===== config.mk =====
export PLATFORM = sky130hd
export DESIGN_NAME = rfsp_div
export DESIGN_NICKNAME = d
export VERILOG_FILES = /design/src/sv/rfsp_pkg.sv /design/src/sv/rfsp_div.sv
export SDC_FILE = /design/constraint.sdc
export NUM_CORES = 1
export LEC_CHECK = 0
export BUFFER_PORTS_ARGS = -buffer_cell sky130_fd_sc_hd__buf_2
export CORE_ASPECT_RATIO = 0.75
export CORE_UTILIZATION = 45
export CTS_CLUSTER_DIAMETER = 100
export DETAILED_ROUTE_END_ITERATION = 16
export PLACE_DENSITY = 0.63
export SLEW_MARGIN = 25
export SYNTH_ARGS = -nofsm -noshare
export SYNTH_HDL_FRONTEND = slang
export SYNTH_SLANG_ARGS = --single-unit

===== constraint.sdc =====
create_clock -name i_clk -period 26.6 [get_ports i_clk]
set_input_delay 2.66 -clock i_clk [delete_from_list [all_inputs] [get_ports i_clk]]
set_output_delay 2.66 -clock i_clk [all_outputs]
set_load 0.05 [all_outputs]

===== src/sv/rfsp_pkg.sv =====
`default_nettype none

package rfsp_pkg;

    // Largest sprite edge the datapath is sized for.
    localparam int MAX_MAP_SIZE = 256;

    localparam int MAP_SIZE_W = 9;
    localparam int COORD_W    = 8;
    localparam int PIX_W      = 8;

    // Effective edge length and |2*coord - N| both fit in N_W bits.
    localparam int N_W     = $clog2(MAX_MAP_SIZE) + 1;
    localparam int DIFF_W  = N_W;
    localparam int CMP_W   = ((N_W > COORD_W + 1) ? N_W : COORD_W + 1) + 1;

    // Squared distance in half-pixel units and the square root in Q16.
    localparam int S_W        = 2 * DIFF_W;
    localparam int FRAC_SHIFT = 32;
    localparam int ROOT_W     = (S_W + FRAC_SHIFT) / 2;
    localparam int REM_W      = ROOT_W + 2;

    // Distance after the divide, Q1.16: one integer bit and 16 fraction bits.
    localparam int Q_W    = 17;
    localparam int T_W    = Q_W + 1;
    localparam int D2_W   = 2 * Q_W;
    localparam int PP_W   = Q_W + T_W;
    localparam int PROD_W = 49;
    localparam int F_W    = 49;
    localparam int FS_W   = F_W + 8;

    localparam logic [MAP_SIZE_W-1:0] MAP_SIZE_RESET = MAP_SIZE_W'(32);
    localparam logic [N_W-1:0]        MIN_N          = N_W'(2);
    localparam logic [N_W-1:0]        MAX_N          = N_W'(MAX_MAP_SIZE);
    localparam logic [Q_W-1:0]        ONE_Q16        = Q_W'(65536);
    localparam logic [T_W-1:0]        THREE_Q16      = T_W'(3 * 65536);
    localparam logic [F_W-1:0]        ONE_Q48        = F_W'(1) << 48;

    typedef struct packed {
        logic                valid;
        logic                oob;
        logic [DIFF_W-1:0]   dx;
        logic [DIFF_W-1:0]   dy;
    } t_delta_beat;

    typedef struct packed {
        logic                valid;
        logic                oob;
        logic [S_W-1:0]      s;
    } t_prep_beat;

    typedef struct packed {
        logic                valid;
        logic                oob;
        logic [S_W-1:0]      s;
        logic [REM_W-1:0]    rem;
        logic [ROOT_W-1:0]   root;
    } t_sqrt_beat;

    typedef struct packed {
        logic                valid;
        logic                oob;
        logic                big;
        logic [ROOT_W-1:0]   root;
        logic [N_W-1:0]      rem;
        logic [Q_W-1:0]      q;
    } t_div_beat;

    typedef struct packed {
        logic                valid;
        logic [PIX_W-1:0]    intensity;
    } t_pix_beat;

endpackage

`default_nettype wire


===== src/sv/rfsp_div.sv =====
`default_nettype none

module rfsp_div (
    input  wire logic                       i_clk,
    input  wire logic                       i_rst_n,
    input  wire logic                       i_ce,
    input  wire logic [rfsp_pkg::N_W-1:0]   i_n,
    input  wire rfsp_pkg::t_sqrt_beat       i_beat,
    output rfsp_pkg::t_div_beat             o_beat
);

    localparam int STAGES = rfsp_pkg::Q_W;

    rfsp_pkg::t_div_beat r_entry;
    rfsp_pkg::t_div_beat n_entry;
    rfsp_pkg::t_div_beat r_st [STAGES];
    rfsp_pkg::t_div_beat n_st [STAGES];

    // A root of N * 2^17 or more gives a quotient past one, which saturates
    // anyway, so only 17 quotient bits are developed. Otherwise the top root
    // bits are already below N and seed the partial remainder.
    always_comb begin
        n_entry.valid = i_beat.valid;
        n_entry.oob   = i_beat.oob;
        n_entry.root  = i_beat.root;
        n_entry.big   = ({1'b0, i_beat.root} >= {i_n, rfsp_pkg::Q_W'(0)});
        n_entry.rem   = rfsp_pkg::N_W'(i_beat.root[rfsp_pkg::ROOT_W-1:rfsp_pkg::Q_W]);
        n_entry.q     = '0;
    end

    always_ff @(posedge i_clk) begin
        if (!i_rst_n) begin
            r_entry.valid <= 1'b0;
        end else if (i_ce) begin
            r_entry <= n_entry;
        end
    end

    for (genvar k = 0; k < STAGES; k++) begin : g_stage
        localparam int BIT = STAGES - 1 - k;

        rfsp_pkg::t_div_beat          src;
        logic [rfsp_pkg::N_W:0]       cand;

        if (k == 0) begin : g_first
            assign src = r_entry;
        end else begin : g_next
            assign src = r_st[k-1];
        end

        always_comb begin
            cand    = {src.rem, src.root[BIT]};
            n_st[k] = src;
            if (cand >= {1'b0, i_n}) begin
                n_st[k].rem = rfsp_pkg::N_W'(cand - {1'b0, i_n});
                n_st[k].q   = {src.q[rfsp_pkg::Q_W-2:0], 1'b1};
            end else begin
                n_st[k].rem = rfsp_pkg::N_W'(cand);
                n_st[k].q   = {src.q[rfsp_pkg::Q_W-2:0], 1'b0};
            end
        end

        always_ff @(posedge i_clk) begin
            if (!i_rst_n) begin
                r_st[k].valid <= 1'b0;
            end else if (i_ce) begin
                r_st[k] <= n_st[k];
            end
        end
    end

    assign o_beat = r_st[STAGES-1];

endmodule

`default_nettype wire


==> results_dict.tcl, run 1 <==
set metrics [dict create \
    clk_transition_reported_paths_ps 60 \
    p_leak_nw 13.3 \
    die_area_mm2 0.0742 \
    seq_power_share 0.505 \
    arrival_ps 6030 \
    r2r_setup_slack_ps 23750 \
    grt_usage 0.145 \
    clock-sinks 810 \
    tightest_slew_ps 1080 \
    post_cts_resized 0 \
    grt_max_degree 192 \
    drive_gt1_frac 0.175 \
    period_share 0.217 \
    pwr-share-clk 0.374 \
    worstReg2RegEnd "r_st[7][24]" \
    remaining_drc_errors 0 \
    path_common_cell "buf_4" \
    slowest_stage "buf_4" \
    postCtsSetupRepairBufs 0 \
    hold_buffers 0 \
    hold_class "reg2reg" \
    hold_violations 0 \
    timing.rr.start "r_st[6][35]" \
    yosys-top-cells-area "edfxtp_1 74%, ha_1 6.1%, mux2_2 3.8%, xnor2_1 1.8%, a21oi_1 1.6%" \
    htree_levels 3 \
    netlist_area_mm2 0.0329 \
    area_delta_synth_final_pct 13.6 \
    grt_pass1_wl_um 85200 \
    die_w_um 314 \
    synth_edf_count 808 \
    grt_pass1_vias 16143 \
    cap_violations 0 \
    maxSlewHeadroom 0.276 \
    synth_top_area_share 0.737 \
    yosysWarnings 0 \
    post-route-min-period_ps 5770 \
    vias 16297 \
    hold_depth 0 \
    fp.dieH_um 236 \
    outcome "complete, no violations" \
    clockRootBuffer "clkbuf_16" \
    viasPerCell 5.28 \
    antenna_left 0 \
    gp_congestion 0.850 \
    critPathBufInv 4 \
    worstSetupPathType "in2reg" \
    holdWs_ps 405 \
    syn_inst 1883 \
    yosys.cell_count.top_type "edfxtp_1" \
    critical-path-max-stage-delay_ps 870 \
    wl_um 53300 \
    hp-start "r_st[3][44]" \
    clk_path_buf_depth 3 \
    core-area_mm2 0.0720 \
    row_count 85 \
    maxSlewViolCount 0 \
    grt_antenna_before_repair 0 \
    fin_skew_ps 17.4 \
    p_int_w 0.00228 \
    crit_path_max_fanout 168 \
    cts_tree "yes" \
    insertion_delay_ps 650 \
    rsz0062_at_grt "no" \
    multiInputGateArea_mm2 0.00830 \
    finalSetupViolCount 0 \
    max_clock_freq_ghz 0.173 \
    cp-startpoint "i_ce" \
    dp_hpwl_um 32300 \
    diodes 0 \
    synth_area_leader_cell "edfxtp_1" \
    p_sw_w 0.000726 \
    synthFlopType "edfxtp_1" \
    vdd_drop_max_v 0.0000506 \
    cp-end-kind "register" \
    syn_nets 2145 \
    ys_async_sr_fraction 0 \
    ys_ff_latch 810 \
    io_buffers 92 \
    wire_per_inst_um 17.3 \
    drtIter0Drc 1147 \
    yosys-top-cells-count "808 x edfxtp_1, 161 x ha_1, 111 x mux2_2" \
    path_cells "buf_2, and2_4, buf_4, buf_12, buf_4" \
    power_density_mw_per_mm2 80.3 \
    boundaryPins 138 \
    path_delay_family "buffers and inverters" \
    ys_seq_area_frac 0.739 \
    regArea_mm2 0.0243 \
    fin_nets 2328 \
    critPathRequiredTime_ps 26860 \
    cp-start-kind "input pin" \
    swShare 0.242 \
    p_comb_frac 0.121 \
    fin_tns_setup_ps 0 \
    reg2reg_depth 9 \
    initial_utilization 0.457 \
    holdPathEnd "r_st[4][44]" \
    num-fill-cells 5717 \
    grt.overflow.total 0 \
    ys_types 63 \
    synth.avg_cell_area_um2 17.5 \
    cts_buffers 82 \
    drtPass1Iterations 5 \
]
==> placed cells by master, fill, tap and decap left out, types with 13 or more instances in the layout <==
cell type | netlist | final
clkinv_2 | 0 | 14
ha_1 | 161 | 161
nor2b_1 | 19 | 19
buf_2 | 4 | 92
o21a_1 | 15 | 15
a21boi_0 | 13 | 13
a21oi_1 | 102 | 102
a21o_1 | 36 | 36
xor2_1 | 18 | 18
edfxtp_1 | 808 | 808
a211oi_1 | 19 | 19
clkbuf_1 | 6 | 13
nand2_1 | 30 | 30
mux2_2 | 111 | 111
and3_1 | 25 | 25
o21ai_0 | 50 | 50
mux2i_1 | 26 | 26
nor2_1 | 71 | 71
xnor2_1 | 67 | 67
clkbuf_16 | 0 | 82
inv_1 | 73 | 72
nand2b_1 | 31 | 31
fa_1 | 17 | 17
nand4_1 | 29 | 29
==> flip-flops by register name, summed over array words and instances (netlist names) <==
| name | flops |
|---|---|
| r_st | 782 |
| g_stage.src | 27 |
| g_stage.cand | 1 |
==> routing by layer <==
layer	part of all wire	track usage	up-vias
met5	0	0	-
met4	0.026	0.0498	0
met3	0.046	0.0338	116
li1	-	-	7820
met2	0.44	0.217	331
met1	0.49	0.207	8030
==> per-stage QoR <==
stage / total power, W / cells / setup WS [ps] / utilization / instance area [µm²]
global route: 0.00314 / 3086 / 20530 / 0.519 / 37400
CTS: 0.00304 / 3084 / 20670 / 0.519 / 37300
floorplan: 0.00186 / 1883 / 4500 / - / 32900
detailed placement: 0.00190 / 2937 / 19990 / 0.482 / 34700
finish: 0.00300 / 3086 / 20830 / 0.519 / 37400
global placement: 0.00189 / 2937 / 20070 / 0.481 / 34700
==> cell type report <==
class	count	share of cell area
inverter	74	0.00743
clock inverter	52	0.0153
multi-input combinational	989	0.222
clock buffer	95	0.0562
timing repair buffer	109	0.0170
sequential	810	0.650
tap	957	0.0320
==> cells by family (layout without fill, tap and decap cells) <==
| family | after synthesis | count (layout) | share of synthesized area |
|---|---|---|---|
| muxes | 137 | 137 | 0.0459 |
| DFF | 810 | 810 | 0.739 |
| xor gates and xnor gates | 85 | 85 | 0.0226 |
| and+or+nand+nor | 253 | 253 | 0.0405 |
| adders and majority gates | 178 | 178 | 0.0716 |
| AOI/OAI and AO/OA | 336 | 336 | 0.0711 |
| buffers and inverters | 84 | 330 | 0.00973 |
==> power by group through the flow <==
stage | Combinational (W) | Sequential [W] | Clock (W)
CTS | 0.000361 | 0.00152 | 0.00116
global route | 0.000400 | 0.00152 | 0.00122
finish | 0.000362 | 0.00152 | 0.00112
global placement | 0.000347 | 0.00154 | 0
floorplan | 0.000267 | 0.00159 | 0
detailed placement | 0.000357 | 0.00155 | 0
==> worst max path at each step <==
stage	endpoint	slack (ps)	cells after the start
after floorplan	g_stage[0].cand[0]	4500	3
after global placement	r_st[5][32]	20070	5
after detailed placement	r_st[5][33]	19990	5
after CTS	r_st[6][41]	20670	5
after global routing	r_st[0][30]	20530	5
final	r_st[0][30]	20830	5
Power figures use the tool's default switching activity.
==> run 2, diff against run 1 <==
--- a/config.mk
+++ b/config.mk
@@ -5,12 +5,13 @@
 export SDC_FILE = /design/constraint.sdc
 export NUM_CORES = 1
 export LEC_CHECK = 0
+export ABC_AREA = 1
 export BUFFER_PORTS_ARGS = -buffer_cell sky130_fd_sc_hd__buf_2
 export CORE_ASPECT_RATIO = 0.75
 export CORE_UTILIZATION = 45
 export CTS_CLUSTER_DIAMETER = 100
 export DETAILED_ROUTE_END_ITERATION = 16
-export PLACE_DENSITY = 0.63
+export PLACE_DENSITY = 0.65
 export SLEW_MARGIN = 25
 export SYNTH_ARGS = -nofsm -noshare
 export SYNTH_HDL_FRONTEND = slang
==> constraint.sdc (replaced) <==
create_clock -name i_clk -period 5.05 [get_ports i_clk]
set_input_delay 0.505 -clock i_clk [delete_from_list [all_inputs] [get_ports i_clk]]
set_output_delay 0.505 -clock i_clk [all_outputs]
set_load 0.05 [all_outputs]
==> results_dict.tcl, run 2 <==
set metrics [dict create \
    outcome "complete, no violations" \
    wl_um 61200 \
    ys_ff_latch 810 \
    die_w_um 326 \
    dp_hpwl_um 40200 \
    cap_violations 0 \
    ys_seq_area_frac 0.688 \
    ys_types 31 \
    clock-sinks 810 \
    hold_class "in2reg" \
    drtIter0Drc 1541 \
    drtPass1Iterations 6 \
    boundaryPins 138 \
    yosys-top-cells-count "877 x nand2_1, 808 x edfxtp_1, 361 x inv_1" \
    arrival_ps 3000 \
    post-route-min-period_ps 2620 \
    io_buffers 92 \
    hp-start "i_beat[15]" \
    grt_pass1_vias 18872 \
    ys_async_sr_fraction 0 \
    tightest_slew_ps 1090 \
    grt_max_degree 188 \
    postCtsSetupRepairBufs 0 \
    hold_violations 0 \
    max_clock_freq_ghz 0.381 \
    grt.overflow.total 0 \
    most-common-layout-cells "876 x nand2_1, 808 x edfxtp_1, 357 x inv_1, 297 x nand3_1, 161 x ha_1" \
    clk_path_buf_depth 3 \
    dp.cells 4044 \
    htree_levels 3 \
    cts_buffers 81 \
    rsz0062_at_grt "no" \
    r2r_setup_slack_ps 2780 \
    drive_gt1_frac 0.103 \
    grt_usage 0.156 \
    synth.avg_cell_area_um2 12.1 \
    gp_congestion 0.877 \
    mostFrequentLayoutCell "nand2_1" \
    fin_cells 4195 \
    viasPerCell 4.84 \
    fin_nets 3357 \
    synthFlopType "edfxtp_1" \
    reg2reg_depth 10 \
    initial_utilization 0.457 \
    core-area_mm2 0.0773 \
    fin_ws_ps 2430 \
    diodes 0 \
    die_area_mm2 0.0797 \
    cp-startpoint "i_n[2]" \
    vias 20303 \
    worstSetupPathType "in2reg" \
    largest_register "r_st" \
    finalSetupViolCount 0 \
    yosysWarnings 0 \
    worstReg2RegEnd "r_st[14][24]" \
    grt_antenna_before_repair 0 \
    cts_tree "yes" \
    yosys.cell_count.top_type "nand2_1" \
    period_share 0.519 \
    insertion_delay_ps 660 \
    timing.rr.start "r_st[13][28]" \
    synth_edf_count 808 \
    fin_skew_ps 22.1 \
    critPathRequiredTime_ps 5420 \
    remaining_drc_errors 0 \
    antenna_left 0 \
    synth_top_area_share 0.687 \
    netlist_area_mm2 0.0353 \
    place_ws_ps 1750 \
    synth_area_leader_cell "edfxtp_1" \
    clockRootBuffer "clkbuf_16" \
    syn_inst 2922 \
    cp-start-kind "input pin" \
    yosys-top-cells-area "edfxtp_1 69%, nand2_1 9.3%, ha_1 5.7%, nand3_1 4.2%, inv_1 3.8%" \
    wire_per_inst_um 14.6 \
    grt_pass1_wl_um 99000 \
    clk_transition_reported_paths_ps 70 \
    syn_nets 3184 \
    crit_path_max_fanout 12 \
    largest_reg_flops 782 \
    fp.dieH_um 245 \
    area_delta_synth_final_pct 12.9 \
    vdd_drop_max_v 0.000244 \
    maxSlewHeadroom 0.275 \
    maxSlewViolCount 0 \
    row_count 88 \
    power_density_mw_per_mm2 401 \
    cp-end-kind "register" \
    fin_tns_setup_ps 0 \
    hold_depth 1 \
    p_leak_nw 16.6 \
    holdPathEnd "g_stage[0].src[41]" \
]
==> run 2: worst max-delay path by stage <==
stage                              end  slack [ps]  depth (start not counted)
finish                    r_st[14][24]        2430                         11
global route              r_st[15][22]        2290                         12
CTS                       r_st[16][23]        2430                         12
detailed placement         r_st[7][24]        1750                         12
global placement           r_st[7][20]        1750                         12
floorplan           g_stage[0].cand[0]       -7870                          2
==> run 2: per-layer routing <==
layer	track usage	wire length, µm	vias to the layer above
met5	0	0	-
met4	0.0492	1630	0
met3	0.0314	3300	109
met2	0.226	25500	461
met1	0.236	30700	9399
li1	-	-	10334
==> run 2: kinds of logic (layout without fill, tap and decap cells) <==
logic type | Yosys count | after routing | synth area share
compound gates | 83 | 83 | 0.0121
xor+xnor | 51 | 51 | 0.0126
fa+ha+maj | 178 | 178 | 0.0666
buf+inv | 387 | 625 | 0.0434
flops | 810 | 810 | 0.688
simple gates | 1413 | 1413 | 0.178
==> run 2: final cells by class <==
type	instances	area (µm²)
Tap cell	1035	1290
Sequential cell	810	24300
Fill cell	6708	37400
Inverter	362	1360
Multi-Input combinational cell	1725	9510
Timing Repair Buffer	115	728
Clock inverter	56	611
Clock buffer	92	2090
==> run 2: power breakdown <==
group          internal, W  switching [W]
Combinational     0.000668        0.00134
Sequential         0.00784       0.000134
Clock              0.00348        0.00256
Total               0.0120        0.00403
==> run 2: metrics by stage <==
step | hold slack (ps) | total power (W) | area, µm² | util
6_report | 44.7 | 0.0160 | 39900 | 0.516
3_5_place_dp | 405 | 0.0101 | 37200 | 0.481
5_1_grt | 7.30 | 0.0168 | 39900 | 0.516
3_3_place_gp | 400 | 0.0101 | 37200 | 0.481
2_1_floorplan | 400 | 0.00977 | 35400 | -
4_1_cts | 2.17 | 0.0162 | 39900 | 0.516
==> run 2: critical path, stage by stage <==
cell and delay [ps]:
buf_2 100, inv_1 710, buf_4 340, ha_1 330, nand2_1 100, inv_1 70, nand3_1 80, and2_1 460
nand2_8 130, nand2_1 100, nand2_1 50
==> run 2: what timing repair did <==
item                                   CTS  global route
endpoints found under the hold margin    3             0
hold buffers                             3             0
resized for setup                        0             0
==> run 3, diff against run 2 <==
--- a/config.mk
+++ b/config.mk
@@ -11,7 +11,7 @@
 export CORE_UTILIZATION = 45
 export CTS_CLUSTER_DIAMETER = 100
 export DETAILED_ROUTE_END_ITERATION = 16
-export PLACE_DENSITY = 0.65
+export PLACE_DENSITY = 0.63
 export SLEW_MARGIN = 25
 export SYNTH_ARGS = -nofsm -noshare
 export SYNTH_HDL_FRONTEND = slang
==> constraint.sdc (replaced) <==
create_clock -name i_clk -period 2.69 [get_ports i_clk]
set_input_delay 0.269 -clock i_clk [delete_from_list [all_inputs] [get_ports i_clk]]
set_output_delay 0.269 -clock i_clk [all_outputs]
set_load 0.05 [all_outputs]
==> results_dict.tcl, run 3 (same netlist as run 2, synthesis figures left out) <==
set metrics [dict create \
    clk_path_buf_depth 3 \
    insertion_delay_ps 650 \
    arrival_ps 2590 \
    drtIter0Drc 1659 \
    maxSlewViolCount 0 \
    crit_path_max_fanout 3 \
    clk_transition_reported_paths_ps 60 \
    area_delta_synth_final_pct 14.6 \
    cts_tree "yes" \
    grt_pass1_wl_um 105000 \
    grt_max_degree 189 \
    rsz0062_at_grt "no" \
    maxSlewHeadroom 0.304 \
    drive_gt1_frac 0.112 \
    die_area_mm2 0.0797 \
    fp.dieH_um 245 \
    clockRootBuffer "clkbuf_16" \
    row_count 88 \
    tightest_slew_ps 1040 \
    vias 20798 \
    fin_tns_setup_ps 0 \
    period_share 0.815 \
    wl_um 64100 \
    largest_register "r_st" \
    final_util 0.524 \
    dp_hpwl_um 42400 \
    outcome "complete, no violations" \
    critPathRequiredTime_ps 3090 \
    fin_nets 3421 \
    worstSetupPathType "reg2reg" \
    vdd_drop_max_v 0.000450 \
    initial_utilization 0.457 \
    io_buffers 92 \
    boundaryPins 138 \
    most-common-layout-cells "876 x nand2_1, 808 x edfxtp_1, 359 x inv_1, 297 x nand3_1, 161 x ha_1" \
    max_clock_freq_ghz 0.456 \
    diodes 0 \
    die_w_um 326 \
    stdcell_area_mm2 0.0405 \
    cp-start-kind "register" \
    core-area_mm2 0.0773 \
    mostFrequentLayoutCell "nand2_1" \
    wire_per_inst_um 15.1 \
    remaining_drc_errors 0 \
    hold_class "in2reg" \
    hold_violations 0 \
    grt.overflow.total 0 \
    post-route-min-period_ps 2190 \
    path_common_cell "nand2_1" \
    cap_violations 0 \
    grt_antenna_before_repair 1 \
    grt_usage 0.165 \
    cts_buffers 81 \
    viasPerCell 4.89 \
    fin_skew_ps 21.0 \
    grt_pass1_vias 20235 \
    finalSetupViolCount 0 \
    drtPass1Iterations 5 \
    holdWs_ps 103 \
    dpl_cell_area_mm2 0.0376 \
    gp_congestion 0.898 \
    antenna_left 0 \
    clock-sinks 810 \
    power_density_mw_per_mm2 742 \
    slowest_stage "edfxtp_1" \
    largest_reg_flops 782 \
    critical-path-max-stage-delay_ps 500 \
    path_cells "inv_1, ha_1, inv_1, fa_1, nand3_1, nand3_1, nand2_1, nand2_1, nand2_1, nand2_1, nand2_1, nand2_1" \
    cp-end-kind "register" \
    dp.cells 4082 \
    htree_levels 3 \
    p_leak_nw 16.9 \
    fin_cells 4256 \
]
==> run 3: changes by cell type in the layout (fill, tap and decap cells not counted), sizes merged <==
| cell | previous run | this run |
|---|---|---|
| clkinvlp | 6 | 4 |
| clkbuf | 92 | 95 |
| clkinv | 39 | 33 |
| bufinv | 9 | 8 |
| buf | 112 | 150 |
| dlygate4sd3 | 3 | 29 |
| inv | 364 | 367 |
==> run 3: repair_timing <==
item / 4_1_cts / 5_1_grt
hold buffers: 29 / 0
gates resized for setup: 0 / 0
endpoints found under the hold margin: 28 / 0
endpoints found under the setup margin: 0 / 0
buffers inserted: 0 / 0
==> run 3: cell type report <==
type	count	area, µm²
Tap cell	1035	1290
Timing Repair Buffer	179	1400
Sequential cell	810	24300
Clock inverter	50	556
Inverter	362	1360
Multi-Input combinational cell	1725	9510
Clock buffer	95	2080
Fill cell	6705	36800
==> run 3: power by group <==
| part | switching [W] | leakage, nW | internal [W] |
|---|---|---|---|
| combinational | 0.00258 | 8.02 | 0.00136 |
| sequential | 0.000255 | 7.63 | 0.0147 |
| clock | 0.00476 | 1.28 | 0.00637 |
==> run 3: per-stage QoR <==
stage / total power [W] / worst slack (ps)
after floorplan: 0.0183 / -10000
after global placement: 0.0191 / 321
after detailed placement: 0.0191 / 291
after CTS: 0.0304 / 504
after global routing: 0.0315 / 376
final: 0.0300 / 498
==> run 3: critical path: cells and delay by family (launching register included) <==
kind	cells	cell delay, ps
simple gates	8	690
flops	1	500
buf+inv	2	180
fa+ha+maj	2	580
==> run 3: worst paths after layout <==
kind	from	to	slack, ps	cells past startpoint
setup / recovery	r_st[7][34]	r_st[8][25]	500	12
hold / removal	i_ce	r_st[14][53]	100	3
setup reg to reg	r_st[7][34]	r_st[8][25]	500	12
hold reg to reg	g_stage[0].src[27]	r_st[0][27]	410	0
==> run 3: layer usage <==
metal / global-route usage / part of all wire / vias to the layer above
met5: 0 / 0 / -
met4: 0.0544 / 0.027 / 0
met3: 0.0286 / 0.051 / 117
met2: 0.245 / 0.43 / 443
met1: 0.244 / 0.49 / 9761
li1: - / - / 10477
